`config.mk`:
```
export PLATFORM = sky130hd
export DESIGN_NAME = fte_ram
export DESIGN_NICKNAME = d
export VERILOG_FILES = /design/src/fte_ram.sv
export SDC_FILE = /design/constraint.sdc
export NUM_CORES = 1
export LEC_CHECK = 0
export BUFFER_PORTS_ARGS = -buffer_cell sky130_fd_sc_hd__buf_2
export CAP_MARGIN = 20
export CORE_MARGIN = 5
export CORE_UTILIZATION = 57
export CTS_CLUSTER_SIZE = 28
export DETAILED_ROUTE_END_ITERATION = 16
export PLACE_DENSITY = 0.77
export SYNTH_ARGS = -nofsm -noshare
export SYNTH_HDL_FRONTEND = slang
export SYNTH_SLANG_ARGS = --single-unit
```
`constraint.sdc`:
```
create_clock -name clk_i -period 4.77 [get_ports clk_i]
set_input_delay 0.477 -clock clk_i [delete_from_list [all_inputs] [get_ports clk_i]]
set_output_delay 0.477 -clock clk_i [all_outputs]
set_load 0.1 [all_outputs]
```
`src/fte_ram.sv`:
```
// generic single-port ram with registered read
`timescale 1ns / 1ps
module fte_ram #(
  parameter int unsigned Width = 8,
  parameter int unsigned Depth = 16
) (
  input  logic                     clk_i,
  input  logic                     we_i,
  input  logic [$clog2(Depth)-1:0] addr_i,
  input  logic [Width-1:0]         wdata_i,
  output logic [Width-1:0]         rdata_o
);
  logic [Width-1:0] mem_q [Depth];

  always_ff @(posedge clk_i) begin
    if (we_i) begin
      mem_q[addr_i] <= wdata_i;
    end
    rdata_o <= mem_q[addr_i];
  end
endmodule

```
==> flow_metrics.tcl <==
set metrics [dict create \
    finalCritPeriodShare_pct 43.3 \
    nNetsFinal 278 \
    grt_pass1_vias 2566 \
    peakVddDrop_uv 282 \
    syn_area_um2 5070 \
    rsz0062_at_grt "no" \
    routed_via_density 6.33 \
    gp_congestion 0.747 \
    fin_crit_ps 2060 \
    grt_pass1_wl_um 15900 \
    cts_max_path_buffers 2 \
    grt_use_total_pct 20.4 \
    cts_tree "yes" \
    seq_area_frac_synth_pct 79.0 \
    end_kind "flop" \
    yosysUniqueCellTypes 18 \
    routedWlPerCell_um 26.7 \
    max_clock_freq_mhz 484 \
    coreArea_um2 8680 \
    crit_fanout 39 \
    finalClockSkew_ps 6.65 \
    worstReg2RegEnd "rdata_o[6]" \
    die_w_um 104 \
    synth_nets 244 \
    num_antenna_cells 0 \
    htree_levels 4 \
    power.density_nw_per_um2 485 \
    r2r_slack_ps 3350 \
    timing_worst_setup_path_type "in -> reg" \
    tightest_slew_ps 922 \
    p_leak_uw 0.00194 \
    port_buffers 21 \
    n_fill_cell 531 \
    wl_um 10300 \
    die_h_um 104 \
    worst_slack_ps 2710 \
    insertion_delay_ps 510 \
    hold-path-endpoint "mem_q[8][5]" \
    antenna_found_initial 0 \
    drive_gt1_share_pct 32.1 \
    fin_cells 385 \
    final_cell_mix "edfxtp_1 (128), mux4_2 (32), buf_2 (21), a22oi_1 (16), clkbuf_16 (16)" \
    crit_required_ps 4910 \
    cts.sink_count 136 \
    placed_cells 351 \
    postRouteAntennaNets 0 \
    syn_inst 230 \
    dieArea_um2 10900 \
    finalPower_uw 2860 \
    cts_setup_buffers 0 \
    vias 2436 \
    cts_hold_buf 0 \
    grt_max_degree 40 \
    yosysWarnings 0 \
    initial_core_util_pct 58.4 \
    place_hpwl_um 6010 \
    maxSlewViolCount 0 \
    min_path_type "in -> reg" \
    layout_commonest_cell "edfxtp_1" \
    rr_startpoint "mem_q[10][6]" \
    min_path_cells 1 \
    ys_ff_latch 136 \
    area_growth_pct 16.2 \
    drc 0 \
    place_ws_ps 2230 \
    cts_resized 0 \
    cts_root_buffer "clkbuf_8" \
    start_kind "input port" \
    startpoint "addr_i[1]" \
    setup_viol 0 \
    outcome "completed" \
    drv_cap 0 \
    initialDrtViolationCount 253 \
    finalHoldViolCount 0 \
    syn_area_per_cell_um2 22.0 \
    numCtsBuffers 17 \
    clk_pin_slew_worst_paths_ps 60 \
    reg2reg_depth 3 \
    grt.overflow.total 0 \
    arrival_ps 2210 \
    fp-row-count 34 \
    min-delay-start "wdata_i[5]" \
    io_pins 22 \
    relSlewSlack_pct 38.5 \
    dr.pass1.iters 6 \
    tns_ps 0 \
]
-- power by group --
part           switching (uW)  internal, uW  total (uW)
Combinational             132          48.7         180
Sequential               8.40          1340        1350
Clock                     474           859        1330
-- critical path, cell delays in order --
cell and delay, ps:
buf_2 690, nand2_1 330, nor2_1 690
-- how the worst max path moves through the flow --
| stage | to | slack [ps] | cells past startpoint |
|---|---|---|---|
| 2_1_floorplan | mem_q[0][0] | 2800 | 2 |
| 3_3_place_gp | mem_q[11][1] | 2320 | 3 |
| 3_5_place_dp | mem_q[11][7] | 2230 | 3 |
| 4_1_cts | mem_q[11][5] | 2730 | 3 |
| 5_1_grt | mem_q[11][5] | 2620 | 3 |
| 6_report | mem_q[11][3] | 2710 | 3 |
-- metal layers --
layer  share of wire (%)  up-vias  GRT usage, %  routed length [um]
met2                  49      137          29.8                5070
met4                 1.5        0          7.31                 157
met3                 8.4       11          6.39                 866
met5                   0        -             0                   0
met1                  41     1254          29.3                4170
li1                    -     1034             -                   -
-- synthesized netlist by cell type --
library cell | n | area [um^2]
buf_2 | 2 | 10.0
nor2b_1 | 2 | 12.5
nand3_1 | 1 | 5.00
or3b_2 | 1 | 8.76
and2_1 | 1 | 6.26
dfxtp_1 | 8 | 160
nor2_1 | 13 | 48.8
nor3_1 | 4 | 20.0
edfxtp_1 | 128 | 3840
a22oi_1 | 16 | 120
nand2_1 | 9 | 33.8
mux4_2 | 32 | 721
buf_1 | 4 | 15.0
nand3b_1 | 2 | 15.0
buf_6 | 2 | 22.5
clkbuf_1 | 2 | 7.51
nand2b_1 | 2 | 12.5
clkbuf_2 | 1 | 5.00
-- layout make-up --
cell class              count  area [um^2]  area share [%]
flip-flops and latches    136         4000            68.0
multi-input cells          83         1000            17.0
clock inverters            13          176            2.99
well taps                 108          135            2.29
clock buffers              19          432            7.33
repair buffers             26          140            2.38
-- metrics by stage --
stage / hold slack [ps] / utilization [%] / area, um^2
after floorplan: 576 / - / 5070
after global placement: 673 / 60.7 / 5270
after detailed placement: 686 / 60.7 / 5270
after CTS: 353 / 67.7 / 5880
after global routing: 356 / 67.9 / 5890
final: 366 / 67.9 / 5890
-- registers in the layout (all words and copies together) (netlist names) --
signal	cells
mem_q	128
rdata_o	8
-- logic make-up (layout without fill, tap and decap cells) --
| family | count (synthesis) | in the layout | share of synthesized area (%) |
|---|---|---|---|
| and+or+nand+nor | 35 | 35 | 3.21 |
| muxes | 32 | 32 | 14.2 |
| DFF | 136 | 136 | 79.0 |
| buffers and inverters | 11 | 58 | 1.19 |
| AOI/OAI and AO/OA | 16 | 16 | 2.37 |
No activity file was read; power rests on OpenSTA's default activity.
