==> src/fte_pkg.sv <==
// shared types and constants of the flow table engine
`timescale 1ns / 1ps
package fte_pkg;
  localparam int unsigned Buckets = 256;
  localparam int unsigned Ways = 4;
  localparam int unsigned Slots = Buckets * Ways;
  localparam int unsigned BucketW = (Buckets > 1) ? $clog2(Buckets) : 1;
  localparam int unsigned WayW = (Ways > 1) ? $clog2(Ways) : 1;
  localparam int unsigned SlotW = (Slots > 1) ? $clog2(Slots) : 1;
  localparam int unsigned CountW = 11;
  localparam int unsigned TopByteShift = 24;
  localparam logic [31:0] MinBytes = 32'd2;
  // key, byte counts and flags of one stored flow
  localparam int unsigned RecW = 64 + 32 + 32 + 32 + 2;

  typedef enum logic [1:0] {
    FUNC_INSERT = 2'd0,
    FUNC_SEARCH = 2'd1,
    FUNC_DELETE = 2'd2,
    FUNC_NOP    = 2'd3
  } func_e;

  typedef enum logic [1:0] {
    CLASS_DEADLINE = 2'd0,
    CLASS_SIZED    = 2'd1,
    CLASS_UNKNOWN  = 2'd2
  } class_e;

  typedef struct packed {
    logic [1:0]  func;
    logic [31:0] local_addr;
    logic [31:0] remote_addr;
    logic [15:0] local_portnum;
    logic [15:0] remote_portnum;
    logic [31:0] sent_bytes_in;
    logic [31:0] total_bytes_in;
    logic        size_known_in;
    logic        deadline_known_in;
  } req_t;

  typedef struct packed {
    logic        ok;
    logic [31:0] delete_value;
    logic [1:0]  flow_class;
    logic [31:0] sent_bytes_out;
    logic [31:0] total_bytes_out;
    logic        size_known_out;
    logic        deadline_known_out;
    logic [CountW-1:0] flow_count;
  } rsp_t;

  typedef struct packed {
    logic [63:0] addrs;
    logic [31:0] ports;
    logic [31:0] sent;
    logic [31:0] total;
    logic [1:0]  flags;
  } rec_t;
endpackage

==> src/fte_hash.sv <==
// bucket hash: three chained 32-bit multiplies through one shared multiplier
`timescale 1ns / 1ps
module fte_hash (
  input  logic                         clk_i,
  input  logic                         rst_ni,
  input  logic                         start_i,
  input  fte_pkg::req_t                req_i,
  output logic                         done_o,
  output logic [fte_pkg::BucketW-1:0]  bucket_o
);
  import fte_pkg::*;

  logic [1:0]  step_q, step_d;
  logic        run_q, run_d;
  logic        done_q, done_d;
  logic [31:0] acc_q, acc_d;
  logic [31:0] opnd;
  logic [31:0] prod;

  always_comb begin
    unique case (step_q)
      2'd0:    opnd = {24'd0, req_i.remote_addr[31:TopByteShift]} + 32'd1;
      2'd1:    opnd = {16'd0, req_i.local_portnum} + 32'd1;
      default: opnd = {16'd0, req_i.remote_portnum} + 32'd1;
    endcase
  end

  assign prod = acc_q * opnd;

  always_comb begin
    step_d = step_q;
    run_d  = run_q;
    done_d = 1'b0;
    acc_d  = acc_q;
    if (start_i) begin
      acc_d  = {24'd0, req_i.local_addr[31:TopByteShift]} + 32'd1;
      step_d = 2'd0;
      run_d  = 1'b1;
    end else if (run_q) begin
      acc_d = prod;
      if (step_q == 2'd2) begin
        run_d  = 1'b0;
        done_d = 1'b1;
      end else begin
        step_d = step_q + 2'd1;
      end
    end
  end

  always_ff @(posedge clk_i or negedge rst_ni) begin
    if (!rst_ni) begin
      step_q <= 2'd0;
      run_q  <= 1'b0;
      done_q <= 1'b0;
    end else begin
      step_q <= step_d;
      run_q  <= run_d;
      done_q <= done_d;
    end
  end

  always_ff @(posedge clk_i) begin
    acc_q <= acc_d;
  end

  // buckets is not assumed a power of two
  assign bucket_o = BucketW'(acc_q % Buckets);
  assign done_o   = done_q;
endmodule

==> config.mk <==
export PLATFORM = sky130hd
export DESIGN_NAME = fte_hash
export DESIGN_NICKNAME = d
export VERILOG_FILES = /design/src/fte_pkg.sv /design/src/fte_hash.sv
export SDC_FILE = /design/constraint.sdc
export NUM_CORES = 1
export LEC_CHECK = 0
export BUFFER_PORTS_ARGS = -buffer_cell sky130_fd_sc_hd__buf_2
export CAP_MARGIN = 20
export CORE_ASPECT_RATIO = 1.4
export CORE_MARGIN = 2
export CORE_UTILIZATION = 43
export DETAILED_ROUTE_END_ITERATION = 12
export HOLD_SLACK_MARGIN = 0.06
export PLACE_DENSITY = 0.91
export SLEW_MARGIN = 10
export SYNTH_ARGS = -nofsm -noshare
export SYNTH_HDL_FRONTEND = slang
export SYNTH_SLANG_ARGS = --single-unit
==> constraint.sdc <==
create_clock -name clk_i -period 10.2 [get_ports clk_i]
set_input_delay 1.02 -clock clk_i [delete_from_list [all_inputs] [get_ports clk_i]]
set_output_delay 1.02 -clock clk_i [all_outputs]
set_load 0.02 [all_outputs]
==> impl_metrics.env <==
export IMPL_synth_top_cells_by_area="ha_1, edfxtp_1, fa_1"
export IMPL_seq_power_share=0.095
export IMPL_synth_top_cells_by_count="ha_1, nand2_1, inv_1, xor2_1, xnor2_1"
export IMPL_synthesis_area_per_instance_um2=9.27
export IMPL_p_sw_w=0.000598
export IMPL_yosys_most_used_dff="edfxtp_1"
export IMPL_max_clock_path_buffers=2
export IMPL_die_x_um=63.3
export IMPL_synth_largest_type_area_fraction=0.160
export IMPL_vias_in_the_first_global_route=1848
export IMPL_synth_area_mm2=0.00211
export IMPL_max_freq_ghz=0.145
export IMPL_setup_repair_after_global_routing_missed_its_margin="no"
export IMPL_initialDrtViolationCount=76
export IMPL_synth_async_reset_ratio=0.333
export IMPL_worst_setup_hold_path_clk_slew_ns=0.05
export IMPL_p_sw_frac=0.448
export IMPL_via_per_inst=5.24
export IMPL_fillerInstances=472
export IMPL_timing_hold_violations_final=0
export IMPL_yosysMostFrequentCell="ha_1"
export IMPL_area_taken_by_flip_flops_and_latches_um2=340
export IMPL_layout_drive_gt1_share=0.230
export IMPL_wire_length_of_the_first_global_routing_pass_um=8040
export IMPL_critical_path_cell_chain="inv_1 -> ha_1 -> mux2_2 -> ha_1 -> a21boi_1 -> xnor2_1 -> o21a_1 -> nand2_1 -> fa_1 -> fa_1 -> inv_1 -> ha_1 -> ha_1 -> inv_1 -> fa_1 -> inv_1 -> ha_1 -> a21o_1 -> a21oi_1 -> xnor2_1 -> xnor3_1 -> xnor2_1 -> xnor3_1 -> mux2i_1"
export IMPL_report_power_total_w=0.00133
export IMPL_status="completed"
export IMPL_skew_ns=0.00207
export IMPL_yosysWarningCount=0
export IMPL_clk_latency_ns=0.24
export IMPL_cts_root_buf="clkbuf_8"
export IMPL_power_ir_vdd_worst_uv=285
export IMPL_core_area_mm2=0.00480
export IMPL_portBuffers=43
export IMPL_wirelength_um=4460
export IMPL_yosys_register_bits=12
export IMPL_worstPathRequired_ns=10.29
export IMPL_relSlewSlack=0.527
export IMPL_mappedNetlistNets=433
export IMPL_worst_path_dominant_cell_family="adder cells"
export IMPL_critical_path_max_fanout=20
export IMPL_cts_made_buffers=3
export IMPL_cts_repair_resize_count=0
export IMPL_ys_seq_area_frac=0.161
export IMPL_rrSetupSlack_ns=3.31
export IMPL_rows=30
export IMPL_max_cap_violations=0
export IMPL_post_drt_wl_per_cell_um=13.4
export IMPL_groute_usage_overall=0.178
export IMPL_start_kind="register"
export IMPL_place_congestion=0.888
export IMPL_via_count=1749
export IMPL_die_area_mm2=0.00550
export IMPL_cp_arrival_ns=6.97
export IMPL_min_to="done_o"
export IMPL_multiInputGateArea_mm2=0.00162
export IMPL_reg2reg_from="step_q[1]"
export IMPL_report_final_slew_viol_count=0
export IMPL_power_density_mw_per_mm2=554
export IMPL_worst_slew_pin_slew_ns=0.709
export IMPL_antenna_violations_before_repair=1
export IMPL_crit_type="reg2reg"
export IMPL_critical_path_max_stage_delay_ns=0.61
export IMPL_worstPathBufferInverterCount=4
export IMPL_synth_cell_types=46
export IMPL_comb_power_share=0.867
export IMPL_yosys_area_top_type="ha_1"
export IMPL_clock_tree_from_tritoncts="yes"
export IMPL_setup_viol=0
export IMPL_fin_tns_setup_ns=0
export IMPL_timing_final_crit_period_ns=6.89
export IMPL_clock_sinks=12
export IMPL_timing_hold_worst_class="reg2reg"
export IMPL_grt_remaining_overflow=0
export IMPL_critical_path_most_common_cell="ha_1"
export IMPL_p_int_w=0.000736
export IMPL_holdPathStages=2
export IMPL_h_tree_depth=1
export IMPL_synth_enable_flop_cells=8
export IMPL_setup_worst_path_end_class="register"
export IMPL_cts_repair_timing_setup_buffer_count=0
export IMPL_min_period_over_period=0.675
export IMPL_syn_instance_count=228
export IMPL_min_from="run_q"
export IMPL_maximum_number_of_pins_on_one_net_before_global_route_repair=21
export IMPL_floorplan_initialDensity=0.440
export IMPL_die_h_um=86.9
export IMPL_detail_placement_hpwl_um=3880
export IMPL_reg2regPathDepth=24
export IMPL_ios=176
export IMPL_worst_reg2reg_path_endpoint="acc_q[7]"
export IMPL_cts_hold_buf=0
export IMPL_power_static_leakage_nw=1.18
export IMPL_critPathSlowestCell="ha_1"
export IMPL_design_final_nets=475
export IMPL_drc=0
export IMPL_power_frac_clock=0.038
export IMPL_area_growth_synth_to_final_pct=13.9
export IMPL_drt_first_pass_iters=4
export IMPL_remaining_antenna_violation_count=0
[per-layer routing]
metal / vias to the layer above / wire [um] / track usage / part of all wire
met3: 8 / 171 / 0.0246 / 0.038
met4: 0 / 95 / 0.0652 / 0.021
met2: 44 / 2390 / 0.332 / 0.53
li1: 865 / - / - / -
met1: 832 / 1810 / 0.207 / 0.41
met5: - / 0 / 0 / 0
[worst reg2reg max path, cell delays in order (launching register included)]
cell and delay [ns]:
dfrtp_1 0.39, inv_1 0.09, ha_1 0.62, mux2_2 0.42
ha_1 0.25, a21boi_1 0.15, xnor2_1 0.20, o21a_1 0.18
nand2_1 0.09, fa_1 0.49, fa_1 0.55, inv_1 0.04
ha_1 0.29, ha_1 0.28, inv_1 0.05, fa_1 0.53
inv_1 0.07, ha_1 0.29, a21o_1 0.17, a21oi_1 0.22
xnor2_1 0.19, xnor3_1 0.45, xnor2_1 0.17, xnor3_1 0.42
mux2i_1 0.13
[sequential cells by signal (all words and copies together), names as in the netlist]
name	count
run_q	1
step_q	2
done_o	1
acc_q	8
[metrics by stage]
| step | utilization | cells | setup slack, ns | instance area, um^2 | hold slack, ns |
|---|---|---|---|---|---|
| floorplan | - | 228 | 3.98 | 2110 | 0.482 |
| global placement | 0.489 | 329 | 3.48 | 2350 | 0.507 |
| detailed placement | 0.489 | 329 | 3.36 | 2350 | 0.520 |
| CTS | 0.501 | 333 | 3.32 | 2400 | 0.529 |
| global route | 0.501 | 333 | 2.85 | 2400 | 0.566 |
| finish | 0.501 | 334 | 3.31 | 2410 | 0.528 |
[power groups by stage]
stage / Clock, W / Sequential [W] / Combinational, W
after floorplan: 0 / 0.000137 / 0.000937
after global placement: 0 / 0.000126 / 0.00112
after detailed placement: 0 / 0.000127 / 0.00115
after CTS: 0.0000522 / 0.000126 / 0.00117
after global routing: 0.0000549 / 0.000131 / 0.00132
final: 0.0000513 / 0.000126 / 0.00116
[how the worst max path moves through the flow]
stage / from / to / cells past startpoint
after floorplan: req_i[66] / acc_q[7] / 22
after global placement: step_q[1] / acc_q[7] / 24
after detailed placement: step_q[1] / acc_q[7] / 24
after CTS: step_q[1] / acc_q[7] / 24
after global routing: step_q[1] / acc_q[7] / 24
final: step_q[1] / acc_q[7] / 24
[cell type report]
cell class / count / area share
tap: 64 / 0.0333
antenna: 1 / 0.00104
multi-input combinational: 185 / 0.673
inverter: 25 / 0.0395
sequential: 12 / 0.141
clock buffer: 4 / 0.0229
timing repair buffer: 43 / 0.0894
[cells in the final DEF (no fill, tap or decap), types with 7 or more instances in the layout]
master and count:
ha_1 27, and2_1 7, edfxtp_1 8, xnor2_1 13
fa_1 11, xor2_1 14, a21oi_1 7, buf_2 43
nand3_1 11, inv_1 24, mux2i_1 9, nor2_1 11
nand2_1 25
[cells by family after synthesis]
logic type	synth area share
simple gates	0.191
fa+ha+maj	0.264
buf+inv	0.0728
xor+xnor	0.144
compound gates	0.0799
mux	0.0870
flops	0.161
Power figures use the tool's default switching activity.
